File: src/hw/rtl/pjb_pkg.sv
// pcm jitter buffer package: sizes, request codes, payload and internal structs
// no dependencies
`timescale 1ns / 1ps

package pjb_pkg;

   localparam int STORE_DEPTH = 1024;
   localparam int SAMPLE_BITS = 16;
   localparam int IDX_BITS    = $clog2(STORE_DEPTH);
   localparam int FILL_BITS   = $clog2(STORE_DEPTH + 1);
   localparam int TOTAL_BITS  = 32;
   localparam int CSR_BITS    = 11;
   localparam int CSR_IDX_BITS = 1;

   localparam logic [CSR_IDX_BITS-1:0] CSR_CAPACITY = CSR_IDX_BITS'(0);
   localparam logic [CSR_IDX_BITS-1:0] CSR_PREFILL  = CSR_IDX_BITS'(1);

   typedef enum logic [1:0] {
      REQ_PUSH  = 2'd0,
      REQ_PULL  = 2'd1,
      REQ_CLEAR = 2'd2
   } pjb_op_type;

   typedef struct packed {
      logic [1:0]                    req_type;
      logic signed [SAMPLE_BITS-1:0] in_sample;
      logic                          end_of_call;
   } pjb_req_type;

   typedef struct packed {
      logic signed [SAMPLE_BITS-1:0] out_sample;
      logic                          sample_real;
      logic                          dropped_now;
      logic [FILL_BITS-1:0]          fill_level;
      logic                          priming_now;
      logic [TOTAL_BITS-1:0]         underrun_total;
      logic [TOTAL_BITS-1:0]         dropped_total;
      logic                          end_marker;
   } pjb_rsp_type;

   typedef struct packed {
      logic                   wr_en;
      logic [IDX_BITS-1:0]    wr_addr;
      logic [SAMPLE_BITS-1:0] wr_data;
      logic                   rd_en;
      logic [IDX_BITS-1:0]    rd_addr;
   } pjb_mem_type;

   typedef struct packed {
      logic                  sample_real;
      logic                  dropped_now;
      logic [FILL_BITS-1:0]  fill_level;
      logic                  priming_now;
      logic [TOTAL_BITS-1:0] underrun_total;
      logic [TOTAL_BITS-1:0] dropped_total;
      logic                  end_marker;
   } pjb_info_type;

   function automatic logic [TOTAL_BITS-1:0] pjb_sat_inc(input logic [TOTAL_BITS-1:0] v);
      logic [TOTAL_BITS-1:0] r;
      r = (v == '1) ? v : v + TOTAL_BITS'(1);
      return r;
   endfunction

endpackage

File: src/hw/rtl/pjb_out.sv
// pending stage and output register; merges store read data into the response
// depends on pjb_pkg
`timescale 1ns / 1ps

module pjb_out (
   input  logic                                 clock,
   input  logic                                 reset,
   input  logic                                 req_fire,
   input  pjb_pkg::pjb_info_type                info,
   input  logic [pjb_pkg::SAMPLE_BITS-1:0]      rd_data,
   output logic                                 req_stall,
   output logic                                 rsp_valid,
   input  logic                                 rsp_stall,
   output pjb_pkg::pjb_rsp_type                 rsp_data
);
   import pjb_pkg::*;

   logic         pend_ff, pend_in;
   pjb_info_type pinfo_ff;
   logic         rvalid_ff, rvalid_in;
   pjb_rsp_type  rsp_ff, rsp_in;
   logic         out_load;

   always_comb begin
      out_load  = pend_ff && (!rvalid_ff || !rsp_stall);
      req_stall = pend_ff && !out_load;
      pend_in   = req_fire || (pend_ff && !out_load);
      rvalid_in = out_load || (rvalid_ff && rsp_stall);

      rsp_in.out_sample     = pinfo_ff.sample_real ? rd_data : '0;
      rsp_in.sample_real    = pinfo_ff.sample_real;
      rsp_in.dropped_now    = pinfo_ff.dropped_now;
      rsp_in.fill_level     = pinfo_ff.fill_level;
      rsp_in.priming_now    = pinfo_ff.priming_now;
      rsp_in.underrun_total = pinfo_ff.underrun_total;
      rsp_in.dropped_total  = pinfo_ff.dropped_total;
      rsp_in.end_marker     = pinfo_ff.end_marker;
   end

   always_ff @(posedge clock) begin
      if (reset) begin
         pend_ff   <= 1'b0;
         rvalid_ff <= 1'b0;
      end else begin
         pend_ff   <= pend_in;
         rvalid_ff <= rvalid_in;
      end
   end

   always_ff @(posedge clock) begin
      if (req_fire) begin
         pinfo_ff <= info;
      end
      if (out_load) begin
         rsp_ff <= rsp_in;
      end
   end

   assign rsp_valid = rvalid_ff;
   assign rsp_data  = rsp_ff;

endmodule

File: config.mk
export PLATFORM = sky130hd
export DESIGN_NAME = pjb_out
export DESIGN_NICKNAME = d
export VERILOG_FILES = /design/src/hw/rtl/pjb_pkg.sv /design/src/hw/rtl/pjb_out.sv
export SDC_FILE = /design/constraint.sdc
export NUM_CORES = 1
export LEC_CHECK = 0
export ABC_AREA = 1
export BUFFER_PORTS_ARGS = -buffer_cell sky130_fd_sc_hd__buf_2
export CAP_MARGIN = 5
export CORE_MARGIN = 3
export CORE_UTILIZATION = 52
export CTS_CLUSTER_DIAMETER = 40
export DETAILED_ROUTE_END_ITERATION = 16
export PLACE_DENSITY = 0.83
export SETUP_SLACK_MARGIN = 0.05
export SKIP_CTS_REPAIR_TIMING = 1
export SLEW_MARGIN = 0
export SYNTH_ARGS = -nofsm -noshare
export SYNTH_HDL_FRONTEND = slang
export SYNTH_SLANG_ARGS = --single-unit
File: constraint.sdc
create_clock -name clock -period 15.6 [get_ports clock]
set_clock_uncertainty 0.15 [all_clocks]
set_input_delay 1.56 -clock clock [delete_from_list [all_inputs] [get_ports clock]]
set_output_delay 1.56 -clock clock [all_outputs]
set_load 0.05 [all_outputs]
# After elaboration in Yosys (flattened, before gate mapping)
# Cells that the tools add are included.
# totals
regBits	176
in_bits	99
out_inout_bits	97
wordCells	26
# classes
reduce_logical	9
# ops
operator	n
1-bit logical AND	3
1-bit zero test	3
1-bit logical OR	3

# Logic depth before layout (Yosys ltp)
# logic_depth
ltp_word	6
mapped_depth	4
mapped_depth_nobuf	2

# Least setup slack after synthesis
# Ideal clock, no wire load.
# synth_path
kind	input to register
startpoint	input rsp_stall
endpoint	register rsp_ff (netlist bit rsp_data[0]) (enable)
setup_ps	579
t_arrival_ps	6050
required_time_ps	14871
slack_ps	8821
cell_stages	1
path_buffers	0
cell_sequence	a21oi_1
# synth_via
elab_chain_len	3
# synth_lines
item	line	rtl
from (decl)	pjb_out.sv:13	input logic rsp_stall,
1-bit zero test	pjb_out.sv:25	out_load = pend_ff && (!rvalid_ff || !rsp_stall);
1-bit logical OR	pjb_out.sv:25	
1-bit logical AND	pjb_out.sv:25	
to (signal assigned)	pjb_out.sv:55	rsp_ff <= rsp_in;
to (decl)	pjb_out.sv:21	pjb_rsp_type rsp_ff, rsp_in;
# Every way passes these cells.
# A chain may end at the register's enable or synchronous reset.

# Final worst setup path
# layout_path
startpoint	input rsp_stall
endpoint	output req_stall
# layout_via
elab_chain_len	5
# layout_lines
item	line	rtl
1-bit zero test	pjb_out.sv:25	
1-bit logical OR	pjb_out.sv:25	
1-bit logical AND	pjb_out.sv:25	
1-bit zero test	pjb_out.sv:26	req_stall = pend_ff && !out_load;
1-bit logical AND	pjb_out.sv:26	
to (decl)	pjb_out.sv:11	output logic req_stall,
# Every way passes these cells.

==> flow_summary.toml <==
[status]
status = "finished clean"

[worst_setup_path]
r2r_slack_ns = 13.61
crit_type = "input pin to primary output"
startpoint_type = "input pin"
critPathArrivalTime_ns = 2.12
required_ns = 13.89
cp_max_fo = 3
cp-end-kind = "primary output"

[clocking]
cts_buffers = 17
root_buffer = "clkbuf_8"
cts.sinks = 176
cts.clk_slew.worst_paths_ns = 0.06
cts_tree = "yes"
cts_buffer_depth = 2
htree_levels = 4
worstSkewPairLatency_ns = 0.51

[synth]
synth_cell_type_count = 9
netlist_area_sq_um = 5464
ys_ff_latch = 176
synth_nets = 317
yosysSeqAreaShare = 0.9636
syn_avg_cell_area_sq_um = 25.06
synth_cells = 218
yosys_warnings = 0

[grt]
antenna_found_initial = 0
grtUsageTotal = 0.1607
grt_pass1_vias = 2611
grt_max_degree = 96
grt_first_pass_wirelength_mm = 13.25
grt-ovfl-total = 0

[timing]
setup_viol = 0
worstMarginPinSlew_ns = 1.142
fin_crit_sh = 0.2457
hold_ws_ns = 0.2656
finalHoldViolations = 0
period_minus_slack_ns = 3.832
rsz0062_at_grt = "false"
fin_setup_tns_ns = 0
slew_headroom = 0.2385
maxSlewViolCount = 0
setup_slack_ns = 11.77
fmax_ghz = 0.2609

[placement]
pre_cts_ws_ns = 11.77
portBuffers = 195
place_hpwl_mm = 6.402
place.gp.congestion = 0.6655
place_area_sq_um = 6596
place_inst = 545

[routing]
wl_mm = 9.230
first_iter_violations = 165
drtAntennaViolNets = 0
via_count = 2625
via_per_inst = 4.549
wl_per_cell_um = 16.00
drcViolationCount = 0
dr.pass1.iters = 4

[hold_path]
holdCritPathClass = "flop to flop"

[die]
die_height_um = 108.5
start_util = 0.5464
die_x_um = 108.5
die-area_sq_um = 11770
fp.coreArea_sq_um = 10000
row_count = 36
io_pins = 196

[cells_and_area]
final_area_sq_um = 7164
final_util = 0.7165
antennaDiodeCount = 0
nNetsFinal = 530
layout.cells.non_filler = 577
n_fill_cell = 651
layout-drive-gt1-share = 0.5180
syn2layout_area_growth_pct = 31.12

[power]
power_density_nw_per_um2 = 145.3
irDropWorstVdd_uv = 108.2
p_leak_nw = 2.922
finalPower_mw = 1.041

[run]
maxCapViolCount = 0
## report_power, final
part           total, mW  internal (mW)  switching [mW]
logic             0.0818         0.0181          0.0637
registers          0.565          0.557         0.00855
clock network      0.394          0.237           0.157
total               1.04          0.811           0.230
## cells by family (layout without fill, tap and decap cells)
kind of cell,Yosys count,count (layout),share of synthesized area
DFF,176,176,0.9636
buffers and inverters,21,247,0.01878
and+or+nand+nor,18,18,0.01488
AOI/OAI and AO/OA,3,3,0.002747
## synth_stat cells
library cell    n  area (sq um)
edfxtp_1      174          5225
inv_1          19         71.32
nand2_1        12         45.04
nand2_2         5         31.28
a21oi_1         3         15.01
dfxtp_1         2         40.04
buf_12          1         20.02
buf_6           1         11.26
nand3_1         1         5.000
## layout by cell type (no fill, tap or decap)
| cell type | synthesis | layout |
|---|---|---|
| clkinv_4 | 0 | 3 |
| clkbuf_8 | 0 | 3 |
| buf_2 | 0 | 194 |
| a21oi_1 | 3 | 2 |
| buf_4 | 0 | 2 |
| inv_1 | 19 | 19 |
| a21oi_4 | 0 | 1 |
| edfxtp_1 | 174 | 174 |
| clkinvlp_4 | 0 | 2 |
| nand2_1 | 12 | 12 |
| clkbuf_16 | 0 | 16 |
| clkinv_2 | 0 | 2 |
| nand2_2 | 5 | 5 |
| dfxtp_1 | 2 | 2 |
| clkbuf_1 | 0 | 4 |
| nand3_1 | 1 | 1 |
| bufinv_16 | 0 | 2 |
## final cells by class
type | count | area (sq um) | share of cell area
timing repair buffer | 196 | 985.9 | 0.1376
sequential | 176 | 5265 | 0.7349
tap | 133 | 166.4 | 0.02323
clock inverter | 9 | 111.4 | 0.01554
clock buffer | 23 | 456.7 | 0.06374
multi-input combinational | 21 | 107.6 | 0.01502
inverter | 19 | 71.32 | 0.009955
## flip-flops by register name, indices dropped and copies added, names as in the netlist
name	count
rsp_data	95
pinfo_ff	79
rsp_valid	1
pend_ff	1
## worst paths after layout
check	from	endpoint	cells after the start
worst max register to register	pend_ff	rsp_data[3]	3
worst min register to register	pinfo_ff[59]	rsp_data[59]	0
worst min-delay path	pinfo_ff[59]	rsp_data[59]	0
worst max-delay path	rsp_stall	req_stall	4
## critical path: stages
cell and delay [ns]:
buf_2 0.12, nand3_1 0.10, inv_1 0.08, buf_2 0.26
## routing by layer
| metal | vias to the layer above | GRT usage | routed length (um) |
|---|---|---|---|
| met3 | 12 | 0.06925 | 840 |
| met2 | 136 | 0.2763 | 4880 |
| met4 | 0 | 0.07394 | 160 |
| met1 | 1223 | 0.1706 | 3349 |
| met5 | - | 0 | 0 |
| li1 | 1254 | - | - |
(Power assumes the default switching activity.)
