--- src/hw/rtl/pjb_pkg.sv ---
// pcm jitter buffer package: sizes, request codes, payload and internal structs
// no dependencies
`timescale 1ns / 1ps

package pjb_pkg;

   localparam int STORE_DEPTH = 1024;
   localparam int SAMPLE_BITS = 16;
   localparam int IDX_BITS    = $clog2(STORE_DEPTH);
   localparam int FILL_BITS   = $clog2(STORE_DEPTH + 1);
   localparam int TOTAL_BITS  = 32;
   localparam int CSR_BITS    = 11;
   localparam int CSR_IDX_BITS = 1;

   localparam logic [CSR_IDX_BITS-1:0] CSR_CAPACITY = CSR_IDX_BITS'(0);
   localparam logic [CSR_IDX_BITS-1:0] CSR_PREFILL  = CSR_IDX_BITS'(1);

   typedef enum logic [1:0] {
      REQ_PUSH  = 2'd0,
      REQ_PULL  = 2'd1,
      REQ_CLEAR = 2'd2
   } pjb_op_type;

   typedef struct packed {
      logic [1:0]                    req_type;
      logic signed [SAMPLE_BITS-1:0] in_sample;
      logic                          end_of_call;
   } pjb_req_type;

   typedef struct packed {
      logic signed [SAMPLE_BITS-1:0] out_sample;
      logic                          sample_real;
      logic                          dropped_now;
      logic [FILL_BITS-1:0]          fill_level;
      logic                          priming_now;
      logic [TOTAL_BITS-1:0]         underrun_total;
      logic [TOTAL_BITS-1:0]         dropped_total;
      logic                          end_marker;
   } pjb_rsp_type;

   typedef struct packed {
      logic                   wr_en;
      logic [IDX_BITS-1:0]    wr_addr;
      logic [SAMPLE_BITS-1:0] wr_data;
      logic                   rd_en;
      logic [IDX_BITS-1:0]    rd_addr;
   } pjb_mem_type;

   typedef struct packed {
      logic                  sample_real;
      logic                  dropped_now;
      logic [FILL_BITS-1:0]  fill_level;
      logic                  priming_now;
      logic [TOTAL_BITS-1:0] underrun_total;
      logic [TOTAL_BITS-1:0] dropped_total;
      logic                  end_marker;
   } pjb_info_type;

   function automatic logic [TOTAL_BITS-1:0] pjb_sat_inc(input logic [TOTAL_BITS-1:0] v);
      logic [TOTAL_BITS-1:0] r;
      r = (v == '1) ? v : v + TOTAL_BITS'(1);
      return r;
   endfunction

endpackage

--- src/hw/rtl/pjb_ctrl.sv ---
// ring pointer, fill, priming and totals update; issues sample store accesses
// depends on pjb_pkg
`timescale 1ns / 1ps

module pjb_ctrl (
   input  logic                                 clock,
   input  logic                                 reset,
   input  logic                                 req_fire,
   input  pjb_pkg::pjb_req_type                 req_data,
   input  logic                                 csr_write_en,
   input  logic [pjb_pkg::CSR_IDX_BITS-1:0]     csr_index,
   input  logic [pjb_pkg::CSR_BITS-1:0]         csr_wdata,
   output pjb_pkg::pjb_mem_type                 mem_cmd,
   output pjb_pkg::pjb_info_type                info
);
   import pjb_pkg::*;

   localparam logic [FILL_BITS-1:0] DEPTH_FILL = FILL_BITS'(STORE_DEPTH);

   logic [CSR_BITS-1:0]   cap_ff, cap_in;
   logic [CSR_BITS-1:0]   pre_ff, pre_in;
   logic [IDX_BITS-1:0]   head_ff, head_in;
   logic [FILL_BITS-1:0]  fill_ff, fill_in;
   logic                  prime_ff, prime_in;
   logic [TOTAL_BITS-1:0] under_ff, under_in;
   logic [TOTAL_BITS-1:0] drop_ff, drop_in;

   logic [FILL_BITS-1:0]  eff_cap, eff_pre;
   logic [FILL_BITS-1:0]  head_inc;
   logic [IDX_BITS-1:0]   head_adv, head_p, tail;
   logic [FILL_BITS-1:0]  fill_p, tsum;
   logic                  full;
   logic                  real_rd, drop_now;

   always_comb begin
      if (FILL_BITS'(cap_ff) == '0) begin
         eff_cap = FILL_BITS'(1);
      end else if (FILL_BITS'(cap_ff) > DEPTH_FILL) begin
         eff_cap = DEPTH_FILL;
      end else begin
         eff_cap = FILL_BITS'(cap_ff);
      end
      eff_pre  = (FILL_BITS'(pre_ff) < eff_cap) ? FILL_BITS'(pre_ff) : eff_cap;
      head_inc = FILL_BITS'(head_ff) + FILL_BITS'(1);
      head_adv = (head_inc == eff_cap) ? '0 : head_inc[IDX_BITS-1:0];
      full     = (fill_ff >= eff_cap);
      head_p   = full ? head_adv : head_ff;
      fill_p   = full ? fill_ff - FILL_BITS'(1) : fill_ff;
      tsum     = FILL_BITS'(head_p) + fill_p;
      tail     = (tsum >= eff_cap) ? IDX_BITS'(tsum - eff_cap) : tsum[IDX_BITS-1:0];
   end

   always_comb begin
      cap_in   = cap_ff;
      pre_in   = pre_ff;
      head_in  = head_ff;
      fill_in  = fill_ff;
      prime_in = prime_ff;
      under_in = under_ff;
      drop_in  = drop_ff;
      real_rd  = 1'b0;
      drop_now = 1'b0;
      if (csr_write_en) begin
         if (csr_index == CSR_CAPACITY) begin
            cap_in = csr_wdata;
         end else begin
            pre_in = csr_wdata;
         end
         head_in  = '0;
         fill_in  = '0;
         prime_in = 1'b1;
         under_in = '0;
         drop_in  = '0;
      end else if (req_fire) begin
         unique case (req_data.req_type)
            REQ_PUSH: begin
               drop_now = full;
               if (full) begin
                  drop_in = pjb_sat_inc(drop_ff);
               end
               head_in = head_p;
               fill_in = fill_p + FILL_BITS'(1);
               if (prime_ff && (fill_in >= eff_pre)) begin
                  prime_in = 1'b0;
               end
            end
            REQ_PULL: begin
               if (prime_ff) begin
                  under_in = pjb_sat_inc(under_ff);
               end else if (fill_ff == '0) begin
                  under_in = pjb_sat_inc(under_ff);
                  prime_in = 1'b1;
               end else begin
                  real_rd = 1'b1;
                  head_in = head_adv;
                  fill_in = fill_ff - FILL_BITS'(1);
               end
            end
            REQ_CLEAR: begin
               head_in  = '0;
               fill_in  = '0;
               prime_in = 1'b1;
            end
            default: begin
            end
         endcase
      end
   end

   always_ff @(posedge clock) begin
      if (reset) begin
         cap_ff   <= CSR_BITS'(STORE_DEPTH);
         pre_ff   <= '0;
         head_ff  <= '0;
         fill_ff  <= '0;
         prime_ff <= 1'b1;
         under_ff <= '0;
         drop_ff  <= '0;
      end else begin
         cap_ff   <= cap_in;
         pre_ff   <= pre_in;
         head_ff  <= head_in;
         fill_ff  <= fill_in;
         prime_ff <= prime_in;
         under_ff <= under_in;
         drop_ff  <= drop_in;
      end
   end

   always_comb begin
      mem_cmd.wr_en   = req_fire && !csr_write_en && (req_data.req_type == REQ_PUSH);
      mem_cmd.wr_addr = tail;
      mem_cmd.wr_data = req_data.in_sample;
      mem_cmd.rd_en   = real_rd;
      mem_cmd.rd_addr = head_ff;

      info.sample_real    = real_rd;
      info.dropped_now    = drop_now;
      info.fill_level     = fill_in;
      info.priming_now    = prime_in;
      info.underrun_total = under_in;
      info.dropped_total  = drop_in;
      info.end_marker     = req_data.end_of_call;
   end

endmodule

--- config.mk ---
export PLATFORM = sky130hd
export DESIGN_NAME = pjb_ctrl
export DESIGN_NICKNAME = d
export VERILOG_FILES = /design/src/hw/rtl/pjb_pkg.sv /design/src/hw/rtl/pjb_ctrl.sv
export SDC_FILE = /design/constraint.sdc
export NUM_CORES = 1
export LEC_CHECK = 0
export BUFFER_PORTS_ARGS = -buffer_cell sky130_fd_sc_hd__clkbuf_2
export CAP_MARGIN = 10
export CORE_UTILIZATION = 58
export DETAILED_ROUTE_END_ITERATION = 6
export PLACE_DENSITY = 0.82
export SYNTH_ARGS = -nofsm -noshare
export SYNTH_HDL_FRONTEND = slang
export SYNTH_SLANG_ARGS = --single-unit
--- constraint.sdc ---
create_clock -name clock -period 9.1 [get_ports clock]
set_input_delay 0.91 -clock clock [delete_from_list [all_inputs] [get_ports clock]]
set_output_delay 0.91 -clock clock [all_outputs]
set_load 0.1 [all_outputs]
### Yosys cells after proc, flatten, opt, wreduce, memory -nomap -nowiden

Index checks and enable logic that the tools add are counted.

* register bits after elaboration: 108
* latch bits: 0
* memory bits (writable): 0
* ROM bits: 0
* memories: 0

* add/sub/neg operators: 7
* multipliers: 0
* div/mod/pow operators: 0
* order comparisons: 5
* equal/unequal tests: 7
* shifts and indexed selects: 0
* muxes and demuxes: 40
* bitwise logic cells: 1
* reduce and logical (&&, ||, !) cells: 12

Operators with widths (count)
* two-way mux 32 bit: 11
* two-way mux 11 bit: 8
* adder 32 x 1 -> 32 bit, second input constant: 2
* == test 32 bit, second input constant: 2
* two-way mux 10 bit: 5
* >= comparator 11 bit: 3
* one-hot mux 11 bit (3 select lines): 1
* one-hot mux 10 bit (3 select lines): 1
* zero test 11 bit: 2
* two-way mux 1 bit: 13
* adder 10 x 1 -> 11 bit, second input constant: 1
* adder 10 x 11 -> 11 bit: 1
* adder 11 x 1 -> 11 bit, second input constant: 1
* == test 11 bit: 1
* > comparator 11 bit, second input constant: 1
* less-than comparator 11 bit: 1
* subtractor 11 x 1 -> 11 bit, second input constant: 1
* subtractor 10 bit: 1
* != test 2 bit, second input constant: 2
* AND reduction 2 bit: 2
* AND reduction 4 bit: 1
* logical AND 1 bit: 3
* one-hot mux 1 bit (3 select lines): 1
* nonzero test 3 bit: 1
* 6 further kinds: 6

### Longest topological paths before layout

* depth after elaboration: 12
* depth in mapped cells: 31

### Worst setup path before layout

No wires, ideal clock.

* path type: register -> output
* from: reg head_ff[0]
* to: out mem_cmd[33] (netlist bit)
* arrival: 7.952 ns
* required time: 8.190 ns
* slack: 0.238 ns
* cell stages (with the launch flop): 27
* path buffers: 3
* cells stage by stage: dfxtp_1 clkbuf_1 and2_1 nand4_1 xnor2_1 nor4b_1 nand4_1 nor2_1 clkbuf_1 nand2_1 a32o_1 ha_1 a21o_1 a21oi_1 o21bai_1 a21oi_1 o21bai_1 inv_1 maj3_1 o21bai_1 xnor2_1 ha_1 nand4_1 o31ai_1 a31oi_1 clkbuf_1 o21ai_0

RTL lines
* start: declaration: line pjb_ctrl.sv:22 `logic [IDX_BITS-1:0] head_ff, head_in;`
* start signal: assignment: line pjb_ctrl.sv:122 `head_ff <= head_in;`
* end: declaration: line pjb_ctrl.sv:13 `output pjb_pkg::pjb_mem_type mem_cmd,`

==> flow_summary.toml <==
[clocking]
cts_tree = "done"
root_buffer = "clkbuf_16"
cts_resized = 0
cts_max_path_buffers = 2
holdBufCountCts = 0
cts_buffers = 9
htree_levels = 3
post_cts_buffers = 0
worst_skew_pair.late_latency_ps = 360
cts_sinks = 108
cts.reportedPaths.clkPinSlew_ps = 70

[synth]
synth_area_leaders = "dfxtp_1 25%, ha_1 8.8%, nor2_1 8.8%"
synth-edff-count = 0
synth.top_cell.area_share_pct = 24.9
netlist_area_sq_mm = 0.00870
synth.distinct_cells = 84
synth.yosys.seq_area_share_pct = 24.9
synthArstFlopShare_pct = 0
yosys.area.top_type = "dfxtp_1"
ys_ff_latch = 108
postSynthCellCount = 1183
ys_warn_count = 0
syn_avg_cell_area_sq_um = 7.35
ys_top_cells_by_count = "203 x nor2_1, 122 x nand2_1, 108 x dfxtp_1, 74 x a21oi_1, 61 x ha_1"
yosysMostFrequentCell = "nor2_1"
synth_flop_cell = "dfxtp_1"
synth_fp_nets = 1281

[final_layout]
final_cells = 1419
drive_gt1_share_pct = 13.0
areaGrowthSynthToFinish_pct = 9.16
num_antenna_cells = 0
final_nets = 1328
final_util_pct = 65.1

[drt]
wire_per_inst_um = 16.5
totalWireLength_um = 23400
antenna_left = 0
routed_via_density = 6.00
via_count = 8509
dr.pass1.iters = 5
drc = 0
dr.first_iter.drc_count = 732

[placement]
gp_congestion = 1.02
hpwl_um = 17600
dp.cells = 1403
place_ws_ps = 1050
port_buffers = 117

[floorplan]
rows = 44
start_util_pct = 59.6
dieHeight_um = 124
die_area_sq_mm = 0.0155
num_io_pins = 152
die_x_um = 124
core-area_sq_mm = 0.0146

[timing]
finalSetupTns_ps = 0
setup_viol = 0
timing.fmax_mhz = 116
clock_skew_ps = 6.95
hold_slack_ps = 477
finalWorstSetupSlack_ps = 491
slew_viol_final = 0
finalCriticalPeriod_ps = 8610
relSlewSlack_pct = 25.4
hold_viol_final = 0
worst_slew_pin_slew_ps = 1110
min_period_over_period_pct = 94.6
grt_setup_unrepaired = "false"

[grt]
grt_pass1_wl_um = 38200
grt_overflow = 0
grt_use_total_pct = 30.0
antenna_found_initial = 0
grt_pass1_vias = 7722
grt_max_degree = 84

[pwr]
p_per_area_mw_per_mm2 = 137
intPower_mw = 0.857
seqPwrFrac_pct = 37.3
combPwrFrac_pct = 27.2
peakVddDrop_uv = 113
power.switching_mw = 0.446
p_clk_share_pct = 35.5
power.leakage_nw = 3.81
p_sw_share_pct = 34.2

[critical_path]
end_kind = "output port"
critPathLaunchType = "register"
path_max_fanout = 18
rr_worst_depth = 22
worst-setup-path-type = "register to output port"
worst_ep_arrival_time_ps = 7700
required_ps = 8190
r2r-end = "prime_ff"
rrSetupSlack_ps = 3580
r2r-start = "cap_ff[10]"

[run_status]
status = "finished, final reports clean"

[job]
drv_cap = 0

[worst_hold_path]
hold_end = "cap_ff[7]"
hp-start = "cap_ff[7]"
min_delay_path_depth = 2
hold_path_class = "register to register"
-- state kept, by name, indices dropped and copies added, names as in the netlist --
name / cells
under_ff: 32
head_ff: 10
pre_ff: 11
fill_ff: 11
prime_ff: 1
cap_ff: 11
drop_ff: 32
-- worst max-delay path by stage --
stage | slack [ps] | start | end
CTS | 620 | cap_ff[10] | mem_cmd[34]
detailed placement | 1050 | cap_ff[10] | mem_cmd[28]
floorplan | 240 | head_ff[0] | mem_cmd[33]
global route | 80 | cap_ff[10] | mem_cmd[27]
finish | 490 | cap_ff[10] | mem_cmd[34]
global placement | 1210 | cap_ff[10] | mem_cmd[28]
-- layer usage --
metal,global-route usage (%),vias to the layer above,part of all wire (%)
met5,0,-,0
met4,12.7,0,2.9
met3,5.84,51,7.3
met2,48.4,337,46
met1,38.9,3928,44
li1,-,4193,-
-- cells by family after synthesis --
kind of cell    after synthesis  synth area share (%)
xor+xnor                    103                  10.7
mux                          18                  2.17
flops                       108                  24.9
buf+inv                     127                  6.64
fa+ha+maj                    65                  9.48
simple gates                532                  28.8
compound gates              230                  17.3
-- cells in the final DEF (no fill, tap or decap), types with 4 or more instances in the layout --
cell       instances
o21bai_1           6
mux2i_1           11
mux2_1             4
clkbuf_2         116
a22o_1             5
o21ai_0           46
a21o_1            14
inv_1             41
nand4_1           32
and4_1            10
nor3_1            28
o21a_1             7
nand2_1          122
nor2_1           203
nor3b_1            4
nand2b_1          12
nor2b_1           25
and2_1            12
and3_1            13
a31oi_1            9
o31ai_1           11
ha_1              61
xor2_1            51
dfxtp_1          108
clkbuf_16          9
nand3_1           33
or3_1             11
a22oi_1            4
xnor2_1           50
buf_4              5
a211oi_1           7
nor4_1             9
a21oi_1           74
-- area by class of cell --
class / count / area [sq um]
clock inverters: 6 / 116
repair buffers: 122 / 623
inverters: 41 / 154
multi-input cells: 948 / 5970
flip-flops and latches: 108 / 2160
fillers: 1273 / 5090
well taps: 184 / 230
clock buffers: 10 / 239
-- critical path, cell delays in order, from the launching register on --
cell and delay (ps):
dfxtp_1 510, nor2b_1 460, inv_1 220, ha_1 320, and2_1 170, a221o_1 360, a41o_1 290, a21oi_1 250
buf_4 290, xnor2_1 180, ha_1 280, fa_1 400, a21o_1 180, a21oi_1 250, o21bai_1 120, a21oi_1 300
o21bai_1 160, inv_1 80, maj3_1 160, o21bai_1 70, xnor2_1 130, ha_1 320, a21oi_1 150, o31ai_1 100
a31oi_1 820, mux2_2 420, clkbuf_2 370
-- metrics by stage --
stage | total power [mW] | instance area, sq um
6_report | 1.30 | 9500
5_1_grt | 1.36 | 9500
4_1_cts | 1.30 | 9490
2_1_floorplan | 0.814 | 8700
3_3_place_gp | 0.842 | 9130
3_5_place_dp | 0.846 | 9130
-- power by group through the flow --
stage / Clock, mW / Sequential [mW] / Combinational [mW]
floorplan: 0 / 0.493 / 0.322
global placement: 0 / 0.497 / 0.345
detailed placement: 0 / 0.497 / 0.349
CTS: 0.467 / 0.486 / 0.350
global route: 0.490 / 0.487 / 0.380
finish: 0.463 / 0.486 / 0.354
Note: power is estimated with default switching activity, not from simulation.
